==> config.mk <==
export PLATFORM = sky130hd
export DESIGN_NAME = bmp_rgb_to_gray_stream_unit
export DESIGN_NICKNAME = d
export VERILOG_FILES = /design/src/hw/rtl/bmpgray_pkg.sv /design/src/hw/rtl/bmpgray_front.sv /design/src/hw/rtl/bmpgray_queue.sv /design/src/hw/rtl/bmpgray_back.sv /design/src/hw/rtl/bmp_rgb_to_gray_stream_unit.sv
export VERILOG_INCLUDE_DIRS = /design/src /design/src/hw/rtl
export SDC_FILE = /design/constraint.sdc
export NUM_CORES = 1
export LEC_CHECK = 0
export BUFFER_PORTS_ARGS = -buffer_cell sky130_fd_sc_hd__buf_2
export CAP_MARGIN = 5
export CORE_AREA = 4 4 220 222
export DETAILED_ROUTE_END_ITERATION = 6
export DIE_AREA = 0 0 224 226
export GPL_ROUTABILITY_DRIVEN = 0
export MAX_ROUTING_LAYER = met4
export PLACE_DENSITY = 0.64
export SLEW_MARGIN = 20
export SYNTH_ARGS = -nofsm -noshare
export SYNTH_HDL_FRONTEND = slang
export SYNTH_SLANG_ARGS = --single-unit
==> constraint.sdc <==
create_clock -name clk -period 12.96 [get_ports clk]
set_input_delay 1.944 -clock clk [delete_from_list [all_inputs] [get_ports clk]]
set_output_delay 1.944 -clock clk [all_outputs]
set_load 0.01 [all_outputs]
==> src/hw/rtl/bmp_rgb_to_gray_stream_unit_defines.svh <==
// Assertion macros shared by the bmpgray RTL.
// Each expects signals clk and rst_n in the scope of use.
`ifndef BMP_RGB_TO_GRAY_STREAM_UNIT_DEFINES_SVH
`define BMP_RGB_TO_GRAY_STREAM_UNIT_DEFINES_SVH

// Condition holds at every clock outside reset.
`define BMPGRAY_ASSERT_ALWAYS(lbl, cond) \
    lbl: assert property (@(posedge clk) disable iff (!rst_n) (cond)) \
        else $error("bmpgray assertion failed");

// Antecedent implies consequent in the same cycle.
`define BMPGRAY_ASSERT_SAME(lbl, ante, cons) \
    lbl: assert property (@(posedge clk) disable iff (!rst_n) (ante) |-> (cons)) \
        else $error("bmpgray assertion failed");

// Antecedent implies consequent in the next cycle.
`define BMPGRAY_ASSERT_NEXT(lbl, ante, cons) \
    lbl: assert property (@(posedge clk) disable iff (!rst_n) (ante) |=> (cons)) \
        else $error("bmpgray assertion failed");

`endif

==> src/hw/rtl/bmpgray_pkg.sv <==
// Shared types and constants for the bitmap-to-gray stream unit.
// No dependencies.
`default_nettype none
package bmpgray_pkg;

    localparam int MAX_WIDTH_DEF  = 4096;
    localparam int MAX_HEIGHT_DEF = 4096;

    localparam int BYTE_W    = 8;
    localparam int IMG_W_W   = 13;
    localparam int HEIGHT_W  = 14;
    localparam int CFG_DATA_W = 14;
    localparam int CFG_IDX_W = 1;
    localparam int GRAY_W    = 16;
    localparam int POS_W     = 12;
    localparam int PROD_W    = 24;
    localparam int SUM_W     = 25;

    localparam logic [15:0] WEIGHT_FIRST  = 16'd19589;
    localparam logic [15:0] WEIGHT_SECOND = 16'd38470;
    localparam logic [15:0] WEIGHT_THIRD  = 16'd7471;
    localparam logic [SUM_W-1:0] ROUND_BIAS = SUM_W'(128);

    localparam logic [CFG_IDX_W-1:0] CFG_IMAGE_WIDTH   = 1'b0;
    localparam logic [CFG_IDX_W-1:0] CFG_SIGNED_HEIGHT = 1'b1;

    typedef enum logic [1:0] {
        PH_FIRST  = 2'd0,
        PH_SECOND = 2'd1,
        PH_THIRD  = 2'd2
    } phase_t;

    // One complete pixel headed for the back end.
    typedef struct packed {
        logic [BYTE_W-1:0] b0;
        logic [BYTE_W-1:0] b1;
        logic [BYTE_W-1:0] b2;
        logic [POS_W-1:0]  row;
        logic [POS_W-1:0]  col;
    } pix_t;

    typedef struct packed {
        logic full;
        logic empty;
    } q_status_t;

endpackage
`default_nettype wire

==> src/hw/rtl/bmpgray_front.sv <==
// Front end: byte accept, pixel assembly, padding skip, row/column tracking.
// Depends on bmpgray_pkg and the defines header.
`default_nettype none
`include "bmp_rgb_to_gray_stream_unit_defines.svh"
module bmpgray_front #(
    parameter int MAX_WIDTH  = bmpgray_pkg::MAX_WIDTH_DEF,
    parameter int MAX_HEIGHT = bmpgray_pkg::MAX_HEIGHT_DEF
) (
    input  wire logic                              clk,
    input  wire logic                              rst_n,
    input  wire logic [bmpgray_pkg::IMG_W_W-1:0]   image_width,
    input  wire logic signed [bmpgray_pkg::HEIGHT_W-1:0] signed_height,
    input  wire logic                              in_valid,
    output      logic                              in_ready,
    input  wire logic [bmpgray_pkg::BYTE_W-1:0]    pixel_byte,
    input  wire logic                              last_byte,
    input  wire bmpgray_pkg::q_status_t            q_status,
    output      logic                              q_push,
    output      bmpgray_pkg::pix_t                 q_data
);
    import bmpgray_pkg::*;

    localparam int EffWMax = (MAX_WIDTH < 8191) ? MAX_WIDTH : 8191;
    localparam int EffHMax = (MAX_HEIGHT < 8192) ? MAX_HEIGHT : 8192;
    localparam int CW = $clog2(EffWMax + 1);
    localparam int RW = $clog2(EffHMax + 1);

    phase_t            phase_reg, phase_next;
    logic [BYTE_W-1:0] first_reg, first_next;
    logic [BYTE_W-1:0] second_reg, second_next;
    logic [CW-1:0]     col_reg, col_next;
    logic [RW-1:0]     row_reg, row_next;
    logic [1:0]        pad_reg, pad_next;

    logic [CW-1:0]       eff_w;
    logic [HEIGHT_W-1:0] h_abs;
    logic [RW-1:0]       eff_h;
    logic [RW-1:0]       row_dest;
    logic                acc;
    logic                is_third;
    logic                emit_ok;
    logic                row_end;

    always_comb
    begin
        eff_w = (image_width > IMG_W_W'(EffWMax)) ? CW'(EffWMax) : CW'(image_width);
        h_abs = signed_height[HEIGHT_W-1] ? (~signed_height + 1'b1) : signed_height;
        eff_h = (h_abs > HEIGHT_W'(EffHMax)) ? RW'(EffHMax) : RW'(h_abs);
    end

    assign in_ready = !q_status.full;
    assign acc      = in_valid && in_ready;
    assign is_third = (pad_reg == 2'd0) && (phase_reg == PH_THIRD);
    assign emit_ok  = (eff_w != '0) && (eff_h != '0) && (row_reg < eff_h);
    assign row_end  = ({1'b0, col_reg} + 1'b1) >= {1'b0, eff_w};
    assign row_dest = signed_height[HEIGHT_W-1] ? row_reg : (eff_h - 1'b1 - row_reg);

    assign q_push     = acc && is_third && emit_ok;
    assign q_data.b0  = first_reg;
    assign q_data.b1  = second_reg;
    assign q_data.b2  = pixel_byte;
    assign q_data.row = POS_W'(row_dest);
    assign q_data.col = POS_W'(col_reg);

    always_comb
    begin
        phase_next  = phase_reg;
        first_next  = first_reg;
        second_next = second_reg;
        col_next    = col_reg;
        row_next    = row_reg;
        pad_next    = pad_reg;
        if (acc)
        begin
            if (pad_reg != 2'd0)
            begin
                pad_next = pad_reg - 1'b1;
            end
            else
            begin
                case (phase_reg)
                    PH_FIRST:
                    begin
                        first_next = pixel_byte;
                        phase_next = PH_SECOND;
                    end
                    PH_SECOND:
                    begin
                        second_next = pixel_byte;
                        phase_next  = PH_THIRD;
                    end
                    PH_THIRD:
                    begin
                        phase_next = PH_FIRST;
                        if (eff_w != '0)
                        begin
                            if (row_end)
                            begin
                                col_next = '0;
                                if (row_reg < eff_h)
                                begin
                                    row_next = row_reg + 1'b1;
                                end
                                // 3*w padded to 4 bytes: pad equals w mod 4
                                pad_next = eff_w[1:0];
                            end
                            else
                            begin
                                col_next = col_reg + 1'b1;
                            end
                        end
                    end
                    default:
                    begin
                        phase_next = PH_FIRST;
                    end
                endcase
            end
            if (last_byte)
            begin
                phase_next  = PH_FIRST;
                first_next  = '0;
                second_next = '0;
                col_next    = '0;
                row_next    = '0;
                pad_next    = '0;
            end
        end
    end

    always_ff @(posedge clk or negedge rst_n)
    begin
        if (!rst_n)
        begin
            phase_reg  <= PH_FIRST;
            first_reg  <= '0;
            second_reg <= '0;
            col_reg    <= '0;
            row_reg    <= '0;
            pad_reg    <= '0;
        end
        else
        begin
            phase_reg  <= phase_next;
            first_reg  <= first_next;
            second_reg <= second_next;
            col_reg    <= col_next;
            row_reg    <= row_next;
            pad_reg    <= pad_next;
        end
    end

    `BMPGRAY_ASSERT_SAME(a_pad_at_pixel_start, pad_reg != 2'd0, phase_reg == PH_FIRST)
    `BMPGRAY_ASSERT_ALWAYS(a_row_saturates, row_reg <= RW'(EffHMax))

endmodule
`default_nettype wire

==> src/hw/rtl/bmpgray_queue.sv <==
// Four-entry pixel queue between front and back ends.
// Depends on bmpgray_pkg and the defines header.
`default_nettype none
`include "bmp_rgb_to_gray_stream_unit_defines.svh"
module bmpgray_queue (
    input  wire logic                    clk,
    input  wire logic                    rst_n,
    input  wire logic                    push,
    input  wire bmpgray_pkg::pix_t       push_data,
    input  wire logic                    pop,
    output      bmpgray_pkg::pix_t       pop_data,
    output      bmpgray_pkg::q_status_t  status
);
    import bmpgray_pkg::*;

    localparam int Depth = 4;
    localparam int PW    = $clog2(Depth);

    pix_t          mem_reg [Depth];
    logic [PW-1:0] wr_ptr_reg, wr_ptr_next;
    logic [PW-1:0] rd_ptr_reg, rd_ptr_next;
    logic [PW:0]   count_reg, count_next;
    logic          do_push;
    logic          do_pop;

    assign status.full  = (count_reg == (PW+1)'(Depth));
    assign status.empty = (count_reg == '0);
    assign do_push      = push && !status.full;
    assign do_pop       = pop && !status.empty;
    assign pop_data     = mem_reg[rd_ptr_reg];

    always_comb
    begin
        wr_ptr_next = do_push ? wr_ptr_reg + 1'b1 : wr_ptr_reg;
        rd_ptr_next = do_pop ? rd_ptr_reg + 1'b1 : rd_ptr_reg;
        count_next  = count_reg + (PW+1)'(do_push) - (PW+1)'(do_pop);
    end

    always_ff @(posedge clk)
    begin
        if (do_push)
        begin
            mem_reg[wr_ptr_reg] <= push_data;
        end
    end

    always_ff @(posedge clk or negedge rst_n)
    begin
        if (!rst_n)
        begin
            wr_ptr_reg <= '0;
            rd_ptr_reg <= '0;
            count_reg  <= '0;
        end
        else
        begin
            wr_ptr_reg <= wr_ptr_next;
            rd_ptr_reg <= rd_ptr_next;
            count_reg  <= count_next;
        end
    end

    `BMPGRAY_ASSERT_SAME(a_no_push_full, push, !status.full)
    `BMPGRAY_ASSERT_ALWAYS(a_ptr_count, PW'(wr_ptr_reg - rd_ptr_reg) == count_reg[PW-1:0])

endmodule
`default_nettype wire

==> src/hw/rtl/bmpgray_back.sv <==
// Back end: weighted-sum pipeline (products, then sum and rounding) and output register.
// Depends on bmpgray_pkg and the defines header.
`default_nettype none
`include "bmp_rgb_to_gray_stream_unit_defines.svh"
module bmpgray_back (
    input  wire logic                             clk,
    input  wire logic                             rst_n,
    input  wire bmpgray_pkg::q_status_t           q_status,
    input  wire bmpgray_pkg::pix_t                q_data,
    output      logic                             q_pop,
    output      logic                             out_valid,
    input  wire logic                             out_ready,
    output      logic [bmpgray_pkg::GRAY_W-1:0]   gray_level,
    output      logic [bmpgray_pkg::POS_W-1:0]    row_index,
    output      logic [bmpgray_pkg::POS_W-1:0]    column_index
);
    import bmpgray_pkg::*;

    logic              s1_v_reg, s1_v_next;
    logic [PROD_W-1:0] p0_reg, p1_reg, p2_reg;
    logic [POS_W-1:0]  s1_row_reg, s1_col_reg;
    logic              out_v_reg, out_v_next;
    logic [GRAY_W-1:0] gray_reg;
    logic [POS_W-1:0]  row_reg, col_reg;
    logic              out_en;
    logic              s1_en;
    logic [SUM_W-1:0]  sum;

    assign out_en = !out_v_reg || out_ready;
    assign s1_en  = !s1_v_reg || out_en;
    assign q_pop  = s1_en && !q_status.empty;

    assign sum = SUM_W'(p0_reg) + SUM_W'(p1_reg) + SUM_W'(p2_reg) + ROUND_BIAS;

    always_comb
    begin
        s1_v_next  = s1_en ? !q_status.empty : s1_v_reg;
        out_v_next = out_en ? s1_v_reg : out_v_reg;
    end

    always_ff @(posedge clk)
    begin
        if (s1_en)
        begin
            p0_reg     <= q_data.b0 * WEIGHT_FIRST;
            p1_reg     <= q_data.b1 * WEIGHT_SECOND;
            p2_reg     <= q_data.b2 * WEIGHT_THIRD;
            s1_row_reg <= q_data.row;
            s1_col_reg <= q_data.col;
        end
        if (out_en)
        begin
            gray_reg <= sum[GRAY_W+7:8];
            row_reg  <= s1_row_reg;
            col_reg  <= s1_col_reg;
        end
    end

    always_ff @(posedge clk or negedge rst_n)
    begin
        if (!rst_n)
        begin
            s1_v_reg  <= 1'b0;
            out_v_reg <= 1'b0;
        end
        else
        begin
            s1_v_reg  <= s1_v_next;
            out_v_reg <= out_v_next;
        end
    end

    assign out_valid    = out_v_reg;
    assign gray_level   = gray_reg;
    assign row_index    = row_reg;
    assign column_index = col_reg;

    `BMPGRAY_ASSERT_NEXT(a_s1_held, s1_v_reg && !s1_en, s1_v_reg)

endmodule
`default_nettype wire

==> src/hw/rtl/bmp_rgb_to_gray_stream_unit.sv <==
// Bitmap byte stream to gray levels, one byte accepted per cycle when not back-pressured.
// A pixel is written to the queue with its third byte, then to the product register, then to the output register.
// Throughput: 1 byte per cycle when not back-pressured, set by the 4-entry queue and the 2-stage sum pipeline.
// Reset: asynchronous, active low; clears counters, queue and valids, loads
// image_width 640 and signed_height 480. Depends on bmpgray_pkg and the sub-modules.
`default_nettype none
module bmp_rgb_to_gray_stream_unit #(
    parameter int MAX_WIDTH  = bmpgray_pkg::MAX_WIDTH_DEF,
    parameter int MAX_HEIGHT = bmpgray_pkg::MAX_HEIGHT_DEF
) (
    input  wire logic                                clk,
    input  wire logic                                rst_n,
    input  wire logic                                cfg_write,
    input  wire logic [bmpgray_pkg::CFG_IDX_W-1:0]   cfg_index,
    input  wire logic [bmpgray_pkg::CFG_DATA_W-1:0]  cfg_data,
    input  wire logic                                in_valid,
    output      logic                                in_ready,
    input  wire logic [bmpgray_pkg::BYTE_W-1:0]      pixel_byte,
    input  wire logic                                last_byte,
    output      logic                                out_valid,
    input  wire logic                                out_ready,
    output      logic [bmpgray_pkg::GRAY_W-1:0]      gray_level,
    output      logic [bmpgray_pkg::POS_W-1:0]       row_index,
    output      logic [bmpgray_pkg::POS_W-1:0]       column_index
);
    import bmpgray_pkg::*;

    logic [IMG_W_W-1:0]         width_reg;
    logic signed [HEIGHT_W-1:0] height_reg;
    q_status_t                  q_status;
    logic                       q_push;
    logic                       q_pop;
    pix_t                       q_in;
    pix_t                       q_out;

    always_ff @(posedge clk or negedge rst_n)
    begin
        if (!rst_n)
        begin
            width_reg  <= IMG_W_W'(640);
            height_reg <= HEIGHT_W'(480);
        end
        else if (cfg_write)
        begin
            case (cfg_index)
                CFG_IMAGE_WIDTH:   width_reg  <= cfg_data[IMG_W_W-1:0];
                CFG_SIGNED_HEIGHT: height_reg <= cfg_data[HEIGHT_W-1:0];
                default:           width_reg  <= width_reg;
            endcase
        end
    end

    bmpgray_front #(
        .MAX_WIDTH  (MAX_WIDTH),
        .MAX_HEIGHT (MAX_HEIGHT)
    ) u_front (
        .clk           (clk),
        .rst_n         (rst_n),
        .image_width   (width_reg),
        .signed_height (height_reg),
        .in_valid      (in_valid),
        .in_ready      (in_ready),
        .pixel_byte    (pixel_byte),
        .last_byte     (last_byte),
        .q_status      (q_status),
        .q_push        (q_push),
        .q_data        (q_in)
    );

    bmpgray_queue u_queue (
        .clk       (clk),
        .rst_n     (rst_n),
        .push      (q_push),
        .push_data (q_in),
        .pop       (q_pop),
        .pop_data  (q_out),
        .status    (q_status)
    );

    bmpgray_back u_back (
        .clk          (clk),
        .rst_n        (rst_n),
        .q_status     (q_status),
        .q_data       (q_out),
        .q_pop        (q_pop),
        .out_valid    (out_valid),
        .out_ready    (out_ready),
        .gray_level   (gray_level),
        .row_index    (row_index),
        .column_index (column_index)
    );

endmodule
`default_nettype wire
==> results.py <==
metrics = {
    "floorplanning": {
        "coreArea_um2": 46360,
        "die_w_um": 224,
        "die-area_um2": 50620,
        "io_pins": 71,
        "initial_core_util_pct": 49.69,
        "dieHeight_um": 226,
        "rows": 79,
    },
    "clock_tree": {
        "clk_pin_slew_ns": 0.06,
        "root_buffer": "clkbuf_16",
        "cts_made_buffers": 44,
        "cts_sinks": 405,
        "cts_resized": 0,
        "post-cts-setup-buffers": 0,
        "insertion_delay_ns": 0.59,
        "cts_buffer_depth": 3,
        "cts_tree": "done",
        "hold_buffers": 0,
        "htreeDepth": 2,
    },
    "synthesis": {
        "synth_top_area_share_pct": 42.11,
        "synth_nets": 2076,
        "synth_seq_cells": 405,
        "synth.area.top_cells": "edfxtp_1 (42%), ha_1 (14%), dfrtp_1 (8.3%), fa_1 (6.8%), mux4_2 (4.7%)",
        "synth_xor_area_share_pct": 3.460,
        "muxShareOfSynthArea_pct": 6.284,
        "synthAdderAreaFrac_pct": 21.17,
        "synthSimpleGateAreaFrac_pct": 6.898,
        "ys_types": 77,
        "yosysTopAreaCell": "edfxtp_1",
        "synth_top_family_by_area": "adder cells",
        "avgSynthCellArea_um2": 13.52,
        "synthCells": 1704,
        "synth_compound_area_share_pct": 7.827,
        "netlist_area_um2": 23040,
        "async_reset_ff_share_pct": 20.25,
        "synth-edff-count": 323,
        "ys_warn_count": 0,
        "seq_area_frac_synth_pct": 51.05,
        "yosys_most_used_dff": "edfxtp_1",
    },
    "critical_path": {
        "critical-path-top-delay-family": "adder cells",
        "crit_path_start_kind": "flop",
        "path_cells": "buf_4 > mux4_2 > ha_1 > inv_1 > fa_1 > fa_1 > inv_1 > ha_1 > a31oi_1 > o21ai_0 > a211oi_1 > or2_2 > a21oi_1 > nand4_1 > nand4b_1 > a21oi_1 > xnor2_1",
        "worstPathArrival_ns": 6.23,
        "crit_path_max_incr_delay_ns": 0.73,
        "cp-end-kind": "flop",
        "path_buf_inv": 3,
        "crit_type": "flop to flop",
        "critPathMaxFanout": 44,
        "slowest_stage": "mux4_2",
        "cp.required_ns": 13.29,
    },
    "global_route": {
        "track_usage_pct": 18.68,
        "antenna_found_initial": 0,
        "grt_max_degree": 83,
        "grt_overflow": 0,
        "grt_pass1_wl_mm": 73.06,
        "grt_pass1_vias": 13809,
    },
    "outcome": {
        "status": "complete, no violations",
    },
    "timing": {
        "worst_pin_slew_ns": 1.089,
        "skew_ns": 0.02769,
        "slew_violations": 0,
        "setup_viol": 0,
        "max_freq_ghz": 0.1696,
        "fin_crit_ns": 5.896,
        "timing.setup.tns_ns": 0,
        "fin_crit_sh_pct": 45.50,
        "finalHoldViolCount": 0,
        "rsz0062_at_grt": "false",
        "slew_headroom_pct": 26.87,
    },
    "layout": {
        "final_core_util_pct": 55.42,
        "area_delta_synth_final_pct": 11.53,
        "nFillCells": 3731,
        "drive_above_1_share_pct": 14.83,
        "layout_commonest_cell": "edfxtp_1",
        "final_nets": 2170,
        "largest_reg_flops": 192,
        "diodes": 0,
        "most-common-layout-cells": "edfxtp_1 (323), ha_1 (265), inv_1 (168), nand2_1 (100), fa_1 (78)",
    },
    "placed_design": {
        "port_buffers": 70,
        "dp_hpwl_mm": 32.18,
    },
    "worst_hold_path": {
        "hp-class": "flop to flop",
    },
    "drt": {
        "wl_met3_mm": 1.187,
        "viasPerCell": 5.417,
        "wl_met1_mm": 19.43,
        "wl_met2_mm": 23.04,
        "highest_layer": "met4",
        "drt_first_iter_violations": 798,
        "wl_per_cell_um": 18.28,
        "drt_pass1_iterations": 5,
        "drt-total-wl_mm": 44.63,
        "ant_nets": 0,
        "drc_errors": 0,
        "vias": 13222,
    },
    "flow_run": {
        "maxCapViolCount": 0,
    },
}
cell families after synthesis:
| kind of cell | Yosys count |
|---|---|
| AO/OA/AOI/OAI | 266 |
| XOR/XNOR | 91 |
| adder cells (fa/ha/maj) | 343 |
| buffers and inverters | 201 |
| flip-flops | 405 |
| multiplexers | 81 |
| AND/OR/NAND/NOR | 317 |
layer usage:
metal  global-route usage, %  up-vias
met2                   32.80      169
li1                        -     6433
met1                   23.13     6553
met4                   5.071        0
met5                       -        -
met3                   2.210       67
synthesized netlist by cell type, drive strengths merged, types with 6 or more instances:
library cell and count:
a31oi 14, dfstp 6, nor4 9, buf 11
and3 9, nand2 102, a21oi 53, o21ai 73
xnor2 55, xor2 36, ha 265, or2 12
o21a 12, mux4 48, nor3 28, a211oi 8
mux2 29, nor2 58, nand4 8, or3 7
edfxtp 323, clkbuf 21, o31ai 11, inv 169
nor2b 17, nand2b 18, and2 13, dfrtp 76
fa 78, a21o 32, nand3 29, a22o 17
o21bai 9
final timing paths:
kind	startpoint	end	slack, ns	cells after the start
setup / recovery	u_queue.rd_ptr_reg[0]	u_back.p1_reg[22]	7.06	17
hold / removal	u_back.s1_col_reg[7]	u_back.column_index[7]	0.42	0
setup reg to reg	u_queue.rd_ptr_reg[0]	u_back.p1_reg[22]	7.06	17
hold reg to reg	u_back.s1_col_reg[7]	u_back.column_index[7]	0.42	0
max in group asynchronous	rst_n	u_queue.rd_ptr_reg[0]	10.48	2
min in group asynchronous	rst_n	width_reg[5]	1.23	1
metrics by stage:
| step | hold slack [ns] | worst slack, ns | std cells | instance area (um^2) |
|---|---|---|---|---|
| 5_1_grt | 0.4212 | 6.656 | 2441 | 25690 |
| 4_1_cts | 0.4186 | 6.985 | 2441 | 25680 |
| 3_5_place_dp | 0.4045 | 6.998 | 2359 | 24120 |
| 2_1_floorplan | 0.4003 | 7.025 | 1704 | 23040 |
| 3_3_place_gp | 0.4046 | 7.115 | 2359 | 24110 |
| 6_report | 0.4167 | 7.064 | 2441 | 25690 |
final cells by class:
class | count | area, um^2 | share of cell area (%)
Multi-Input combinational cell | 1098 | 10530 | 41.00
Clock inverter | 21 | 290.3 | 1.130
Inverter | 169 | 634.4 | 2.469
Sequential cell | 405 | 11760 | 45.79
Tap cell | 607 | 759.5 | 2.956
Clock buffer | 61 | 1277 | 4.972
Timing Repair Buffer | 80 | 431.7 | 1.680
Power is not shown: default switching activity piles up to over one toggle a cycle in this logic, so the estimate is an artifact.
